### src/sha256_pkg.sv
// ----------------------------------------------------------------------------
// sha256_pkg
// shared types, constants and round functions of the sha-256 hasher
// ----------------------------------------------------------------------------
package sha256_pkg;

    localparam int unsigned WordW   = 32;
    localparam int unsigned NumWord = 8;
    localparam int unsigned BlkWord = 16;
    localparam int unsigned Rounds  = 64;

    typedef logic [WordW-1:0] t_word;

    // commands from controller to datapath
    typedef struct packed {
        logic load_byte;    // shift data byte into block words
        logic load_pad;     // shift 0x80 byte
        logic load_zero;    // shift zero byte
        logic load_len;     // shift next length byte
        logic start;        // copy chaining value into working vars
        logic round;        // run one round
        logic finish;       // add working vars into chaining value
        logic rearm;        // restore initial value and counters
        logic shift_out;    // rotate chaining value for digest readout
    } t_dp_cmd;

    typedef struct packed {
        logic [5:0] fill;   // bytes in block
        logic       len_full; // next byte would overflow length
        logic       ovf;
        logic       last_round;
    } t_dp_sts;

    localparam t_word InitH [NumWord] = '{
        32'h6a09e667, 32'hbb67ae85, 32'h3c6ef372, 32'ha54ff53a,
        32'h510e527f, 32'h9b05688c, 32'h1f83d9ab, 32'h5be0cd19
    };

    localparam t_word RoundK [Rounds] = '{
        32'h428a2f98,32'h71374491,32'hb5c0fbcf,32'he9b5dba5,32'h3956c25b,32'h59f111f1,
        32'h923f82a4,32'hab1c5ed5,32'hd807aa98,32'h12835b01,32'h243185be,32'h550c7dc3,
        32'h72be5d74,32'h80deb1fe,32'h9bdc06a7,32'hc19bf174,32'he49b69c1,32'hefbe4786,
        32'h0fc19dc6,32'h240ca1cc,32'h2de92c6f,32'h4a7484aa,32'h5cb0a9dc,32'h76f988da,
        32'h983e5152,32'ha831c66d,32'hb00327c8,32'hbf597fc7,32'hc6e00bf3,32'hd5a79147,
        32'h06ca6351,32'h14292967,32'h27b70a85,32'h2e1b2138,32'h4d2c6dfc,32'h53380d13,
        32'h650a7354,32'h766a0abb,32'h81c2c92e,32'h92722c85,32'ha2bfe8a1,32'ha81a664b,
        32'hc24b8b70,32'hc76c51a3,32'hd192e819,32'hd6990624,32'hf40e3585,32'h106aa070,
        32'h19a4c116,32'h1e376c08,32'h2748774c,32'h34b0bcb5,32'h391c0cb3,32'h4ed8aa4a,
        32'h5b9cca4f,32'h682e6ff3,32'h748f82ee,32'h78a5636f,32'h84c87814,32'h8cc70208,
        32'h90befffa,32'ha4506ceb,32'hbef9a3f7,32'hc67178f2
    };

    localparam logic [7:0] PadByte  = 8'h80;
    localparam logic [5:0] LenStart = 6'd56;

    function automatic t_word rotr(input t_word x, input int unsigned n);
        return (x >> n) | (x << (WordW - n));
    endfunction

    function automatic t_word ssig0(input t_word x);
        return rotr(x, 7) ^ rotr(x, 18) ^ (x >> 3);
    endfunction

    function automatic t_word ssig1(input t_word x);
        return rotr(x, 17) ^ rotr(x, 19) ^ (x >> 10);
    endfunction

    function automatic t_word bsig0(input t_word x);
        return rotr(x, 2) ^ rotr(x, 13) ^ rotr(x, 22);
    endfunction

    function automatic t_word bsig1(input t_word x);
        return rotr(x, 6) ^ rotr(x, 11) ^ rotr(x, 25);
    endfunction

endpackage

### src/sha256_if.sv
// ----------------------------------------------------------------------------
// sha256 channel interfaces
// valid/ready channels for message items and digest words
// ----------------------------------------------------------------------------
interface sha256_in_if;
    logic       valid;
    logic       ready;
    logic [7:0] data_byte;
    logic       byte_present;
    logic       end_of_message;
    modport source (output valid, data_byte, byte_present, end_of_message, input ready);
    modport sink   (input valid, data_byte, byte_present, end_of_message, output ready);
endinterface

interface sha256_out_if;
    logic        valid;
    logic        ready;
    logic [31:0] digest_word;
    logic [2:0]  word_index;
    logic        last_word;
    logic        length_overflow;
    modport source (output valid, digest_word, word_index, last_word, length_overflow,
                    input ready);
    modport sink   (input valid, digest_word, word_index, last_word, length_overflow,
                    output ready);
endinterface

### src/sha256_byte_stream_hasher.sv
// ----------------------------------------------------------------------------
// sha256_byte_stream_hasher
// byte-serial sha-256: buffers a block, compresses it, pads, emits the digest
// ----------------------------------------------------------------------------
// channel | dir | payload                                          | item
// in_ch   | in  | data_byte, byte_present, end_of_message          | one byte step
// out_ch  | out | digest_word, word_index, last_word, length_overflow | one digest word
//
// one byte item per cycle while a block fills; the 64th byte starts the
// compression (load, 64 rounds on the single round unit, chaining add)
// end of message: padding to 56 bytes, 8 length bytes, one or two blocks,
// each compressed as above, then 8 digest words at the output
// reset: synchronous active low, restores the initial hash value and length
// the output stalls hold the digest word; input is not taken meanwhile
module sha256_byte_stream_hasher (
    input  logic        i_clk,
    input  logic        i_rst_n,
    sha256_in_if.sink   in_ch,
    sha256_out_if.source out_ch
);
    sha256_pkg::t_dp_cmd cmd;
    sha256_pkg::t_dp_sts sts;
    sha256_pkg::t_word   h0;
    logic [2:0]          idx;

    // sequencer
    sha256_ctrl u_ctrl (
        .i_clk   (i_clk),
        .i_rst_n (i_rst_n),
        .in_ch   (in_ch),
        .i_sts   (sts),
        .o_cmd   (cmd),
        .o_valid (out_ch.valid),
        .i_ready (out_ch.ready),
        .o_idx   (idx)
    );

    // compression datapath
    sha256_dp u_dp (
        .i_clk   (i_clk),
        .i_rst_n (i_rst_n),
        .i_cmd   (cmd),
        .i_byte  (in_ch.data_byte),
        .o_sts   (sts),
        .o_h0    (h0)
    );

    // digest words rotate out of the chaining value, h0 first
    assign out_ch.digest_word     = h0;
    assign out_ch.word_index      = idx;
    assign out_ch.last_word       = &idx;
    assign out_ch.length_overflow = sts.ovf;

endmodule

### src/sha256_dp.sv
// ----------------------------------------------------------------------------
// sha256_dp
// block words, message schedule, working vars, chaining value and length
// ----------------------------------------------------------------------------
module sha256_dp (
    input  logic                  i_clk,
    input  logic                  i_rst_n,
    input  sha256_pkg::t_dp_cmd   i_cmd,
    input  logic [7:0]            i_byte,
    output sha256_pkg::t_dp_sts   o_sts,
    output sha256_pkg::t_word     o_h0
);
    // block buffer as 16 words, shifted in bytewise; doubles as schedule window
    sha256_pkg::t_word r_w [sha256_pkg::BlkWord];
    sha256_pkg::t_word r_v [sha256_pkg::NumWord];
    sha256_pkg::t_word r_h [sha256_pkg::NumWord];
    logic [63:0]       r_len;
    logic [2:0]        r_len_idx;
    logic [5:0]        r_fill;
    logic [5:0]        r_rnd;
    logic              r_ovf;

    logic              shift_en;
    logic [7:0]        shift_byte;
    sha256_pkg::t_word n_wt;
    sha256_pkg::t_word t1;
    sha256_pkg::t_word t2;

    always_comb begin
        // a byte that would overflow the length is dropped, not shifted in
        shift_en   = (i_cmd.load_byte & ~(&r_len[63:3])) | i_cmd.load_pad
                   | i_cmd.load_zero | i_cmd.load_len;
        shift_byte = 8'd0;
        if (i_cmd.load_byte) begin
            shift_byte = i_byte;
        end else if (i_cmd.load_pad) begin
            shift_byte = sha256_pkg::PadByte;
        end else if (i_cmd.load_len) begin
            shift_byte = r_len[63 - 8*r_len_idx -: 8];
        end
        // window holds w[t..t+15] at slots 0..15
        n_wt = sha256_pkg::ssig1(r_w[14]) + r_w[9] + sha256_pkg::ssig0(r_w[1]) + r_w[0];
        t1 = r_v[7] + sha256_pkg::bsig1(r_v[4])
           + ((r_v[4] & r_v[5]) ^ (~r_v[4] & r_v[6])) + sha256_pkg::RoundK[r_rnd] + r_w[0];
        t2 = sha256_pkg::bsig0(r_v[0])
           + ((r_v[0] & r_v[1]) ^ (r_v[0] & r_v[2]) ^ (r_v[1] & r_v[2]));
    end

    always_ff @(posedge i_clk) begin
        if (shift_en) begin
            for (int i = 0; i < 15; i++) begin
                r_w[i] <= {r_w[i][23:0], r_w[i+1][31:24]};
            end
            r_w[15] <= {r_w[15][23:0], shift_byte};
        end else if (i_cmd.round) begin
            for (int i = 0; i < 15; i++) begin
                r_w[i] <= r_w[i+1];
            end
            r_w[15] <= n_wt;
        end
        if (i_cmd.start) begin
            r_v <= r_h;
        end else if (i_cmd.round) begin
            r_v[0] <= t1 + t2;
            r_v[1] <= r_v[0];
            r_v[2] <= r_v[1];
            r_v[3] <= r_v[2];
            r_v[4] <= r_v[3] + t1;
            r_v[5] <= r_v[4];
            r_v[6] <= r_v[5];
            r_v[7] <= r_v[6];
        end
    end

    always_ff @(posedge i_clk) begin
        if (!i_rst_n || i_cmd.rearm) begin
            r_h       <= sha256_pkg::InitH;
            r_len     <= 64'd0;
            r_len_idx <= 3'd0;
            r_fill    <= 6'd0;
            r_rnd     <= 6'd0;
            r_ovf     <= 1'b0;
        end else begin
            if (i_cmd.load_byte) begin
                if (&r_len[63:3]) begin
                    r_ovf <= 1'b1;
                end else begin
                    r_len <= r_len + 64'd8;
                end
            end
            if (i_cmd.load_len) begin
                r_len_idx <= r_len_idx + 3'd1;
            end
            if (shift_en && !(i_cmd.load_byte && (&r_len[63:3]))) begin
                r_fill <= r_fill + 6'd1;
            end
            if (i_cmd.round) begin
                r_rnd <= r_rnd + 6'd1;
            end
            if (i_cmd.finish) begin
                for (int i = 0; i < sha256_pkg::NumWord; i++) begin
                    r_h[i] <= r_h[i] + r_v[i];
                end
            end else if (i_cmd.shift_out) begin
                for (int i = 0; i < sha256_pkg::NumWord - 1; i++) begin
                    r_h[i] <= r_h[i+1];
                end
                r_h[sha256_pkg::NumWord-1] <= r_h[0];
            end
        end
    end

    assign o_sts.fill       = r_fill;
    assign o_sts.len_full   = &r_len[63:3];
    assign o_sts.ovf        = r_ovf;
    assign o_sts.last_round = &r_rnd;
    assign o_h0             = r_h[0];

endmodule

### src/sha256_ctrl.sv
// ----------------------------------------------------------------------------
// sha256_ctrl
// sequencer for byte intake, padding, rounds and digest readout
// ----------------------------------------------------------------------------
module sha256_ctrl (
    input  logic                i_clk,
    input  logic                i_rst_n,
    sha256_in_if.sink           in_ch,
    input  sha256_pkg::t_dp_sts i_sts,
    output sha256_pkg::t_dp_cmd o_cmd,
    output logic                o_valid,
    input  logic                i_ready,
    output logic [2:0]          o_idx
);
    typedef enum logic [7:0] {
        S_IDLE  = 8'b00000001,
        S_PAD   = 8'b00000010,
        S_FILL  = 8'b00000100,
        S_LEN   = 8'b00001000,
        S_START = 8'b00010000,
        S_ROUND = 8'b00100000,
        S_ADD   = 8'b01000000,
        S_OUT   = 8'b10000000
    } t_state;

    t_state     r_state, n_state;
    logic       r_pend, n_pend;   // end of message seen, pad byte not yet in
    logic       r_fin, n_fin;     // pad byte is in
    logic       r_lenup, n_lenup; // length bytes are in, last block
    logic [2:0] r_idx, n_idx;

    logic       acc;
    logic       takes_byte;

    assign in_ch.ready = (r_state == S_IDLE);
    assign acc         = in_ch.valid && in_ch.ready;
    assign takes_byte  = acc && in_ch.byte_present && !i_sts.ovf;

    always_comb begin
        n_state = r_state;
        n_pend  = r_pend;
        n_fin   = r_fin;
        n_lenup = r_lenup;
        n_idx   = r_idx;
        o_cmd   = '0;
        case (r_state)
            S_IDLE: begin
                if (acc) begin
                    o_cmd.load_byte = takes_byte;
                    n_pend          = in_ch.end_of_message;
                    if (takes_byte && !i_sts.len_full && (&i_sts.fill)) begin
                        n_state = S_START;
                    end else if (in_ch.end_of_message) begin
                        n_state = S_PAD;
                    end
                end
            end
            S_PAD: begin
                o_cmd.load_pad = 1'b1;
                n_pend         = 1'b0;
                n_fin          = 1'b1;
                if (&i_sts.fill) begin
                    n_state = S_START;
                end else begin
                    n_state = S_FILL;
                end
            end
            S_FILL: begin
                if (i_sts.fill == sha256_pkg::LenStart) begin
                    n_state = S_LEN;
                end else begin
                    o_cmd.load_zero = 1'b1;
                    if (&i_sts.fill) begin
                        n_state = S_START;
                    end
                end
            end
            S_LEN: begin
                o_cmd.load_len = 1'b1;
                if (&i_sts.fill) begin
                    n_lenup = 1'b1;
                    n_state = S_START;
                end
            end
            S_START: begin
                o_cmd.start = 1'b1;
                n_state     = S_ROUND;
            end
            S_ROUND: begin
                o_cmd.round = 1'b1;
                if (i_sts.last_round) begin
                    n_state = S_ADD;
                end
            end
            S_ADD: begin
                o_cmd.finish = 1'b1;
                if (r_lenup) begin
                    n_state = S_OUT;
                end else if (r_fin) begin
                    n_state = S_FILL;
                end else if (r_pend) begin
                    n_state = S_PAD;
                end else begin
                    n_state = S_IDLE;
                end
            end
            S_OUT: begin
                if (i_ready) begin
                    o_cmd.shift_out = 1'b1;
                    n_idx           = r_idx + 3'd1;
                    if (&r_idx) begin
                        o_cmd.rearm = 1'b1;
                        n_pend      = 1'b0;
                        n_fin       = 1'b0;
                        n_lenup     = 1'b0;
                        n_state     = S_IDLE;
                    end
                end
            end
            default: n_state = S_IDLE;
        endcase
    end

    always_ff @(posedge i_clk) begin
        if (!i_rst_n) begin
            r_state <= S_IDLE;
            r_pend  <= 1'b0;
            r_fin   <= 1'b0;
            r_lenup <= 1'b0;
            r_idx   <= 3'd0;
        end else begin
            r_state <= n_state;
            r_pend  <= n_pend;
            r_fin   <= n_fin;
            r_lenup <= n_lenup;
            r_idx   <= n_idx;
        end
    end

    assign o_valid = (r_state == S_OUT);
    assign o_idx   = r_idx;

endmodule

### src/flat_wrapper.sv
// flat-port wrapper written by rule: the top's interface ports become plain ports
module sha256_byte_stream_hasher_flat 
  (i_clk, i_rst_n, in_ch_valid, in_ch_data_byte, in_ch_byte_present, in_ch_end_of_message, in_ch_ready, out_ch_valid, out_ch_digest_word, out_ch_word_index, out_ch_last_word, out_ch_length_overflow, out_ch_ready);
  sha256_in_if in_ch_i ();
  sha256_out_if out_ch_i ();
  input  logic i_clk;
  input  logic i_rst_n;
  input wire logic [$bits(in_ch_i.valid)-1:0] in_ch_valid;
  input wire logic [$bits(in_ch_i.data_byte)-1:0] in_ch_data_byte;
  input wire logic [$bits(in_ch_i.byte_present)-1:0] in_ch_byte_present;
  input wire logic [$bits(in_ch_i.end_of_message)-1:0] in_ch_end_of_message;
  output wire logic [$bits(in_ch_i.ready)-1:0] in_ch_ready;
  output wire logic [$bits(out_ch_i.valid)-1:0] out_ch_valid;
  output wire logic [$bits(out_ch_i.digest_word)-1:0] out_ch_digest_word;
  output wire logic [$bits(out_ch_i.word_index)-1:0] out_ch_word_index;
  output wire logic [$bits(out_ch_i.last_word)-1:0] out_ch_last_word;
  output wire logic [$bits(out_ch_i.length_overflow)-1:0] out_ch_length_overflow;
  input wire logic [$bits(out_ch_i.ready)-1:0] out_ch_ready;
  assign in_ch_i.valid = in_ch_valid;
  assign in_ch_i.data_byte = in_ch_data_byte;
  assign in_ch_i.byte_present = in_ch_byte_present;
  assign in_ch_i.end_of_message = in_ch_end_of_message;
  assign in_ch_ready = in_ch_i.ready;
  assign out_ch_valid = out_ch_i.valid;
  assign out_ch_digest_word = out_ch_i.digest_word;
  assign out_ch_word_index = out_ch_i.word_index;
  assign out_ch_last_word = out_ch_i.last_word;
  assign out_ch_length_overflow = out_ch_i.length_overflow;
  assign out_ch_i.ready = out_ch_ready;
  sha256_byte_stream_hasher u_core (.i_clk(i_clk), .i_rst_n(i_rst_n), .in_ch(in_ch_i), .out_ch(out_ch_i));
endmodule
### config.mk
export PLATFORM = sky130hd
export DESIGN_NAME = sha256_byte_stream_hasher_flat
export DESIGN_NICKNAME = d
export VERILOG_FILES = /design/src/sha256_pkg.sv /design/src/sha256_if.sv /design/src/sha256_byte_stream_hasher.sv /design/src/sha256_dp.sv /design/src/sha256_ctrl.sv /design/src/flat_wrapper.sv
export SDC_FILE = /design/constraint.sdc
export NUM_CORES = 2
export LEC_CHECK = 0
export BUFFER_PORTS_ARGS = -buffer_cell sky130_fd_sc_hd__buf_4
export CAP_MARGIN = 5
export CORE_MARGIN = 2
export CORE_UTILIZATION = 50
export DETAILED_ROUTE_END_ITERATION = 10
export PLACE_DENSITY = 0.68
export REMOVE_ABC_BUFFERS = 1
export SYNTH_ARGS = -nofsm -noshare
export SYNTH_HDL_FRONTEND = slang
export SYNTH_SLANG_ARGS = --single-unit
### constraint.sdc
create_clock -name i_clk -period 13.3 [get_ports i_clk]
set_clock_uncertainty 0.15 [all_clocks]
set_input_delay 0 -clock i_clk [delete_from_list [all_inputs] [get_ports i_clk]]
set_output_delay 0 -clock i_clk [all_outputs]
set_load 0.01 [all_outputs]
Yosys cells after proc, flatten, opt, wreduce, memory -nomap -nowiden
Memories as Yosys holds them, arrays and structs flattened.
Index checks and enable logic that the tools add are counted.

storage, ports and cells
  flip-flop bits (word level) = 606
  bits in writable memories = 512
  ROM bits = 2048
  input bits = 14
  output and inout bits = 39
  word-level logic and storage cells = 208
  memories kept = 2

cells by class
  add/subtract/negate cells = 24
  magnitude comparators = 1
  equality and inequality tests = 15
  shift-type cells = 1
  multiplexer cells = 62
  bitwise gates (word level) = 49
  reduce and logical (&&, ||, !) cells = 28

memories
  memory           depth  width  rd ports  clocked after Yosys merged registers in  write ports  RTL line         text
  (no name shown)  64     32     1         0                                        0            sha256_dp.sv:44  + ((r_v[4] & r_v[5]) ^ (~r_v[4] & r_v[6])) + sha256_pkg::RoundK[r_rnd] + r_w[0];
  u_core.u_dp.r_w  16     32     16        0                                        16           sha256_dp.sv:14  sha256_pkg::t_word r_w [sha256_pkg::BlkWord];

operator list
  cell                                            count
  2-to-1 mux 256 bit                              4
  adder 32 bit                                    18
  2-to-1 mux 32 bit                               18
  bitwise XOR 32 bit                              9
  AND 32 bit                                      5
  2-to-1 mux 8 bit                                13
  variable part select 71 x 33 -> 8 bit           1
  adder 64 x 4 -> 64 bit (second input constant)  1
  one-hot mux 8 bit (8 select lines)              1
  AND reduction 62 bit                            1
  AND reduction 61 bit                            1
  NOT 32 bit                                      1
  OR 10 x 32 -> 32 bit                            1
  OR 13 x 32 -> 32 bit                            1
  OR 14 x 32 -> 32 bit                            1
  OR 15 x 32 -> 32 bit                            1
  OR 19 x 32 -> 32 bit                            1
  OR 21 x 32 -> 32 bit                            1
  OR 25 x 32 -> 32 bit                            1
  OR 26 x 32 -> 32 bit                            1
  OR 30 x 32 -> 32 bit                            1
  OR 7 x 32 -> 32 bit                             1
  bitwise XOR 32 x 22 -> 32 bit                   1
  bitwise XOR 32 x 29 -> 32 bit                   1
  35 further kinds                                95

Logic depth before layout (Yosys ltp)
  depth in word-level cells = 13
  gate-level depth with buffers = 42
  gate-level depth less buffers = 40

Hierarchy
Synthesis repeated with hierarchy kept, for this count alone.

second synthesis, totals
  cell total of the unflattened synthesis = 7700
  area total of the unflattened synthesis = 76414.5 sq um

modules (own cells, without submodules)
  module                     times used  cells each  area each (sq um)  seq. area each (sq um)
  sha256_dp                  1           7602        75550.0            29728.5
  sha256_ctrl                1           97          858.3              280.3
  sha256_byte_stream_hasher  1           1           6.3                0.0

Least setup slack after synthesis
Ideal clock, no wire load.

  path type = register to register
  from = reg u_core.u_dp.r_len[48]
  to = mem u_core.u_dp.r_w[0][0] in the netlist's numbering (enable)
  library setup time = 3.632 ns
  arrival time = 10.616 ns
  required time = 9.518 ns
  setup slack = -1.099 ns
  stages on the path, launching flop included = 12
  buffers on the path = 3
  clock period less this slack = 14.399 ns
  cell sequence = dfxtp_1 -> and4_1 -> nand4_1 -> nor3_1 -> nand3_1 -> nor2_1 -> nor2b_1 -> buf_2 -> nor3_1 -> clkbuf_1 -> clkbuf_1 -> nand2_1

RTL lines
  item                    RTL line         text
  start, declared         sha256_dp.sv:17  logic [63:0] r_len;
  start signal, assigned  sha256_dp.sv:88  r_len <= r_len + 64'd8;
  end, declared           sha256_dp.sv:14

Worst setup path in the final report
  from = reg u_core.u_dp.r_rnd[3]
  to = reg u_core.u_dp.r_v[255] in the netlist's numbering, data pin

between the ends
  cells in the longest elaborated chain, start to end = 9

RTL lines
  item                                                  RTL line         text
  start, declared                                       sha256_dp.sv:20  logic [5:0] r_rnd;
  start signal, assigned                                sha256_dp.sv:98  r_rnd <= r_rnd + 6'd1;
  NOT 6 -> 7 bit (implied by the code)                  sha256_dp.sv:44
  memory read (64 x 32 bit)                             --
  2-to-1 mux 32 bit (implied by the code) (2 in a row)  sha256_dp.sv:44
  adder 32 bit (2 in a row)                             sha256_dp.sv:44
  adder 32 bit                                          sha256_dp.sv:64  r_v[0] <= t1 + t2;
  2-to-1 mux 256 bit                                    sha256_dp.sv:63  end else if (i_cmd.round) begin
  2-to-1 mux 256 bit                                    sha256_dp.sv:61  if (i_cmd.start) begin
  end signal, assigned                                  sha256_dp.sv:62  r_v <= r_h;
  end, declared                                         sha256_dp.sv:15  sha256_pkg::t_word r_v [sha256_pkg::NumWord];

Every way passes these cells. The select of a mux whose other input is x is not followed.
A chain may end at the register's enable or synchronous reset.

==> run summary <==
Critical R2R Capture: u_core.u_dp.r_v[255]
Flop-to-flop setup slack: 2.97 ns
Largest net degree at the start of global routing: 202
H-Tree Depth: 4
Port Buffers: 52
Count of max-cap constraint violations: 0
Initial core utilization: 50.3%
Number of global-route vias before repair: 59543
Maximum fanout along the worst path: 57
Cts repair resizes: 0
CP Capture Type: register
Final Routed Wirelength: 248 mm
Number of fill cells: 13822
Synth cell count leaders: 2762 x nand2_1, 768 x edfxtp_1, 481 x a21oi_1, 446 x nor2_1, 444 x clkbuf_1
Clock latency on the worst-skew pair: 0.78 ns
CTS tree: yes
Clock-pin slew on the worst setup and hold paths: 0.06 ns
Number of antenna violations at the first check in global routing: 2
Number of routed nets with antenna violations: 0
Startpoint types: register
Via count normalized by instance count: 5.94
Vias: 63072
Pre-CTS setup slack: 3.21 ns
Placeable core area: 150000 um^2
Cell Count Post-Placement: 10367
Area overhead of the layout relative to synthesis: 7.87%
Cells after Synth: 8756
Top area cells in the synthesized netlist: edfxtp_1 31%, nand2_1 14%, dfxtp_1 9.2%, ha_1 6.6%, fa_1 5.2%
Final cell count without fillers: 10622
Min-delay src: i_rst_n
Hold/Removal Path Class: in -> reg
Slowest cell on the critical path: dfxtp_2
Post-CTS setup-driven buffer insertion count: 0
Arr. time, crit path: 10.66 ns
Cell class contributing the biggest share of worst-path delay: compound AO/OA/AOI/OAI gates
Crit-path most repeated cell: inv_1
Setup Viol. Count Final: 0
Nets: 9107
Setup repair after global routing missed its margin: no
Floorplan die width: 392 um
Total of flip-flops plus latches after synthesis: 1115
Height of the die: 392 um
Syn Std Cell Area: 75200 um^2
Length of the first detailed-routing pass in iterations: 6
Total clock sinks: 1115
Worst max-slew margin expressed relative to the limit: 24.4%
Violation count after the first detailed-route iteration: 6708
FF-to-FF Start: u_core.u_dp.r_rnd[3]
Sequential-to-total area share from yosys stat: 39.9%
Share of the synthesized area in the top cell type: 30.7%
Post-route core utilization: 54.2%
Max Transition Viols Final: 0
Total number of yosys warnings: 0
Post-synthesis cell type with the largest combined area: edfxtp_1
WP data required: 13.63 ns
Count of pins on the block boundary: 53
EDFF count, synth: 768
Most frequent cell after synthesis: nand2_1
Min Tclk post-route: 10.33 ns
Max Freq: 96.8 MHz
Worst setup margin: 2.97 ns
Distinct cell type count of the synthesized netlist: 88
Overall track demand over capacity in global routing: 31.9%
Crit path buffers/inverters: 6
Critical Path Max Stage Delay: 1.06 ns
Setup CP Type: reg -> reg
Fraction of layout cells with a size suffix above 1: 4.81%
Cell depth of the worst hold path: 4
DIE AREA: 154000 um^2
Clock tree root buffer cell: clkbuf_16
Reg2Reg Depth: 34
Share of flip-flops with an asynchronous set or reset: 0%
Terminating pin of the worst hold path: u_core.u_ctrl.r_state[2]
Sum of negative setup slack: 0 ns
Ratio of final minimum period to clock period: 77.7%
Clock tree buffer depth: 3
Global route overflow: 0
Final weighted congestion of routability-driven global placement: 0.997
Top flip-flop cell by instance count after synthesis: edfxtp_1
Cts bufs inserted: 131
Dpl hpwl: 180 mm
Final Hold Viols: 0
Post-detailed-route DRC marker count: 0
Routed length per instance: 23.4 um
Slew @ Worst Pin: 1.13 ns
Avg Inst Size Synth: 8.59 um^2
Result of the run: finished clean
Global-route wire length before repair: 372 mm
Standard-cell rows: 142
## worst max-delay path by stage
stage	slack [ns]	cells after the start	startpoint	end
5_1_grt	2.40	34	u_core.u_dp.r_rnd[3]	u_core.u_dp.r_v[255]
4_1_cts	3.15	34	u_core.u_dp.r_rnd[3]	u_core.u_dp.r_v[255]
3_5_place_dp	3.21	34	u_core.u_dp.r_rnd[3]	u_core.u_dp.r_v[255]
2_1_floorplan	-19.74	8	u_core.u_dp.r_len[48]	u_core.u_dp.r_w[0][0]
6_report	2.97	34	u_core.u_dp.r_rnd[3]	u_core.u_dp.r_v[255]
3_3_place_gp	3.10	34	u_core.u_dp.r_rnd[3]	u_core.u_dp.r_v[255]
## cell families after synthesis
group / share of synthesized area [%]
muxes: 1.52
adders and majority gates: 11.8
buffers and inverters: 4.60
and+or+nand+nor: 20.5
DFF: 39.9
AOI/OAI and AO/OA: 14.4
xor gates and xnor gates: 7.30
## metal layers
layer / up-vias / routed length, um / global-route usage, %
met4: 0 / 10900 / 12.7
met2: 2650 / 111000 / 49.3
met3: 445 / 19900 / 4.90
li1: 29463 / - / -
met1: 30514 / 107000 / 44.9
met5: - / 0 / 0
## sequential cells by signal, summed over array words and instances, names as in the netlist, 6 cells and up
| signal | count |
|---|---|
| u_core.u_dp.r_h | 224 |
| u_core.u_dp.r_fill | 6 |
| u_core.u_dp.r_len | 61 |
| u_core.u_dp.o_h0 | 32 |
| u_core.u_dp.r_rnd | 6 |
| u_core.u_dp.r_v | 256 |
| u_core.u_dp.r_w | 512 |
| u_core.u_ctrl.r_state | 8 |
## tightest hold or removal path: stages
cell,delay (ns)
dlygate4sd3_1,0.53
buf_4,0.13
nand2_1,0.14
nor2_1,0.12
## layout make-up
class / instances / area, um^2 / area share, %
antenna: 2 / 5.00 / 0.00617
clock buffer: 180 / 3610 / 4.45
clock inverter: 55 / 611 / 0.752
inverter: 350 / 1310 / 1.62
multi-input combinational: 6761 / 41900 / 51.6
sequential: 1115 / 30000 / 37.0
tap: 2016 / 2520 / 3.11
timing repair buffer: 143 / 1190 / 1.47
## layout by cell type, fill, tap and decap left out, drive strengths merged, types with 26 or more instances in the layout
cell and n:
mux2i 43, dfxtp 347, a31oi 50, o31ai 30, a221oi 52, nand3 124, o21a 56, a311oi 71
inv 355, clkbuf 180, a32oi 26, ha 396, o21ai 407, edfxtp 768, a21o 209, nand2b 45
xnor2 416, buf 125, nand2 2765, xor2 211, nand4 42, nor2 447, o21bai 33, o211ai 31
a211oi 66, clkinv 42, a21oi 481, fa 195, and3 52, nor3 87, nor2b 58, or3 40
and2 26
## per-stage QoR
stage | hold slack [ns] | area, um^2
after floorplan | -0.0782 | 73100
final | 0.0479 | 81200
after detailed placement | 0.0996 | 76700
after CTS | 0.00200 | 81100
after global placement | 0.0867 | 76700
after global routing | 0.0568 | 81100
## what timing repair did
item,in CTS,in global routing
hold endpoints to repair,118,0
endpoints found under the setup margin,0,0
hold buffers,18,0
Power is left out: the tool's default activity adds up to more than one toggle a clock period on the data nets, which glitch-free logic cannot reach.
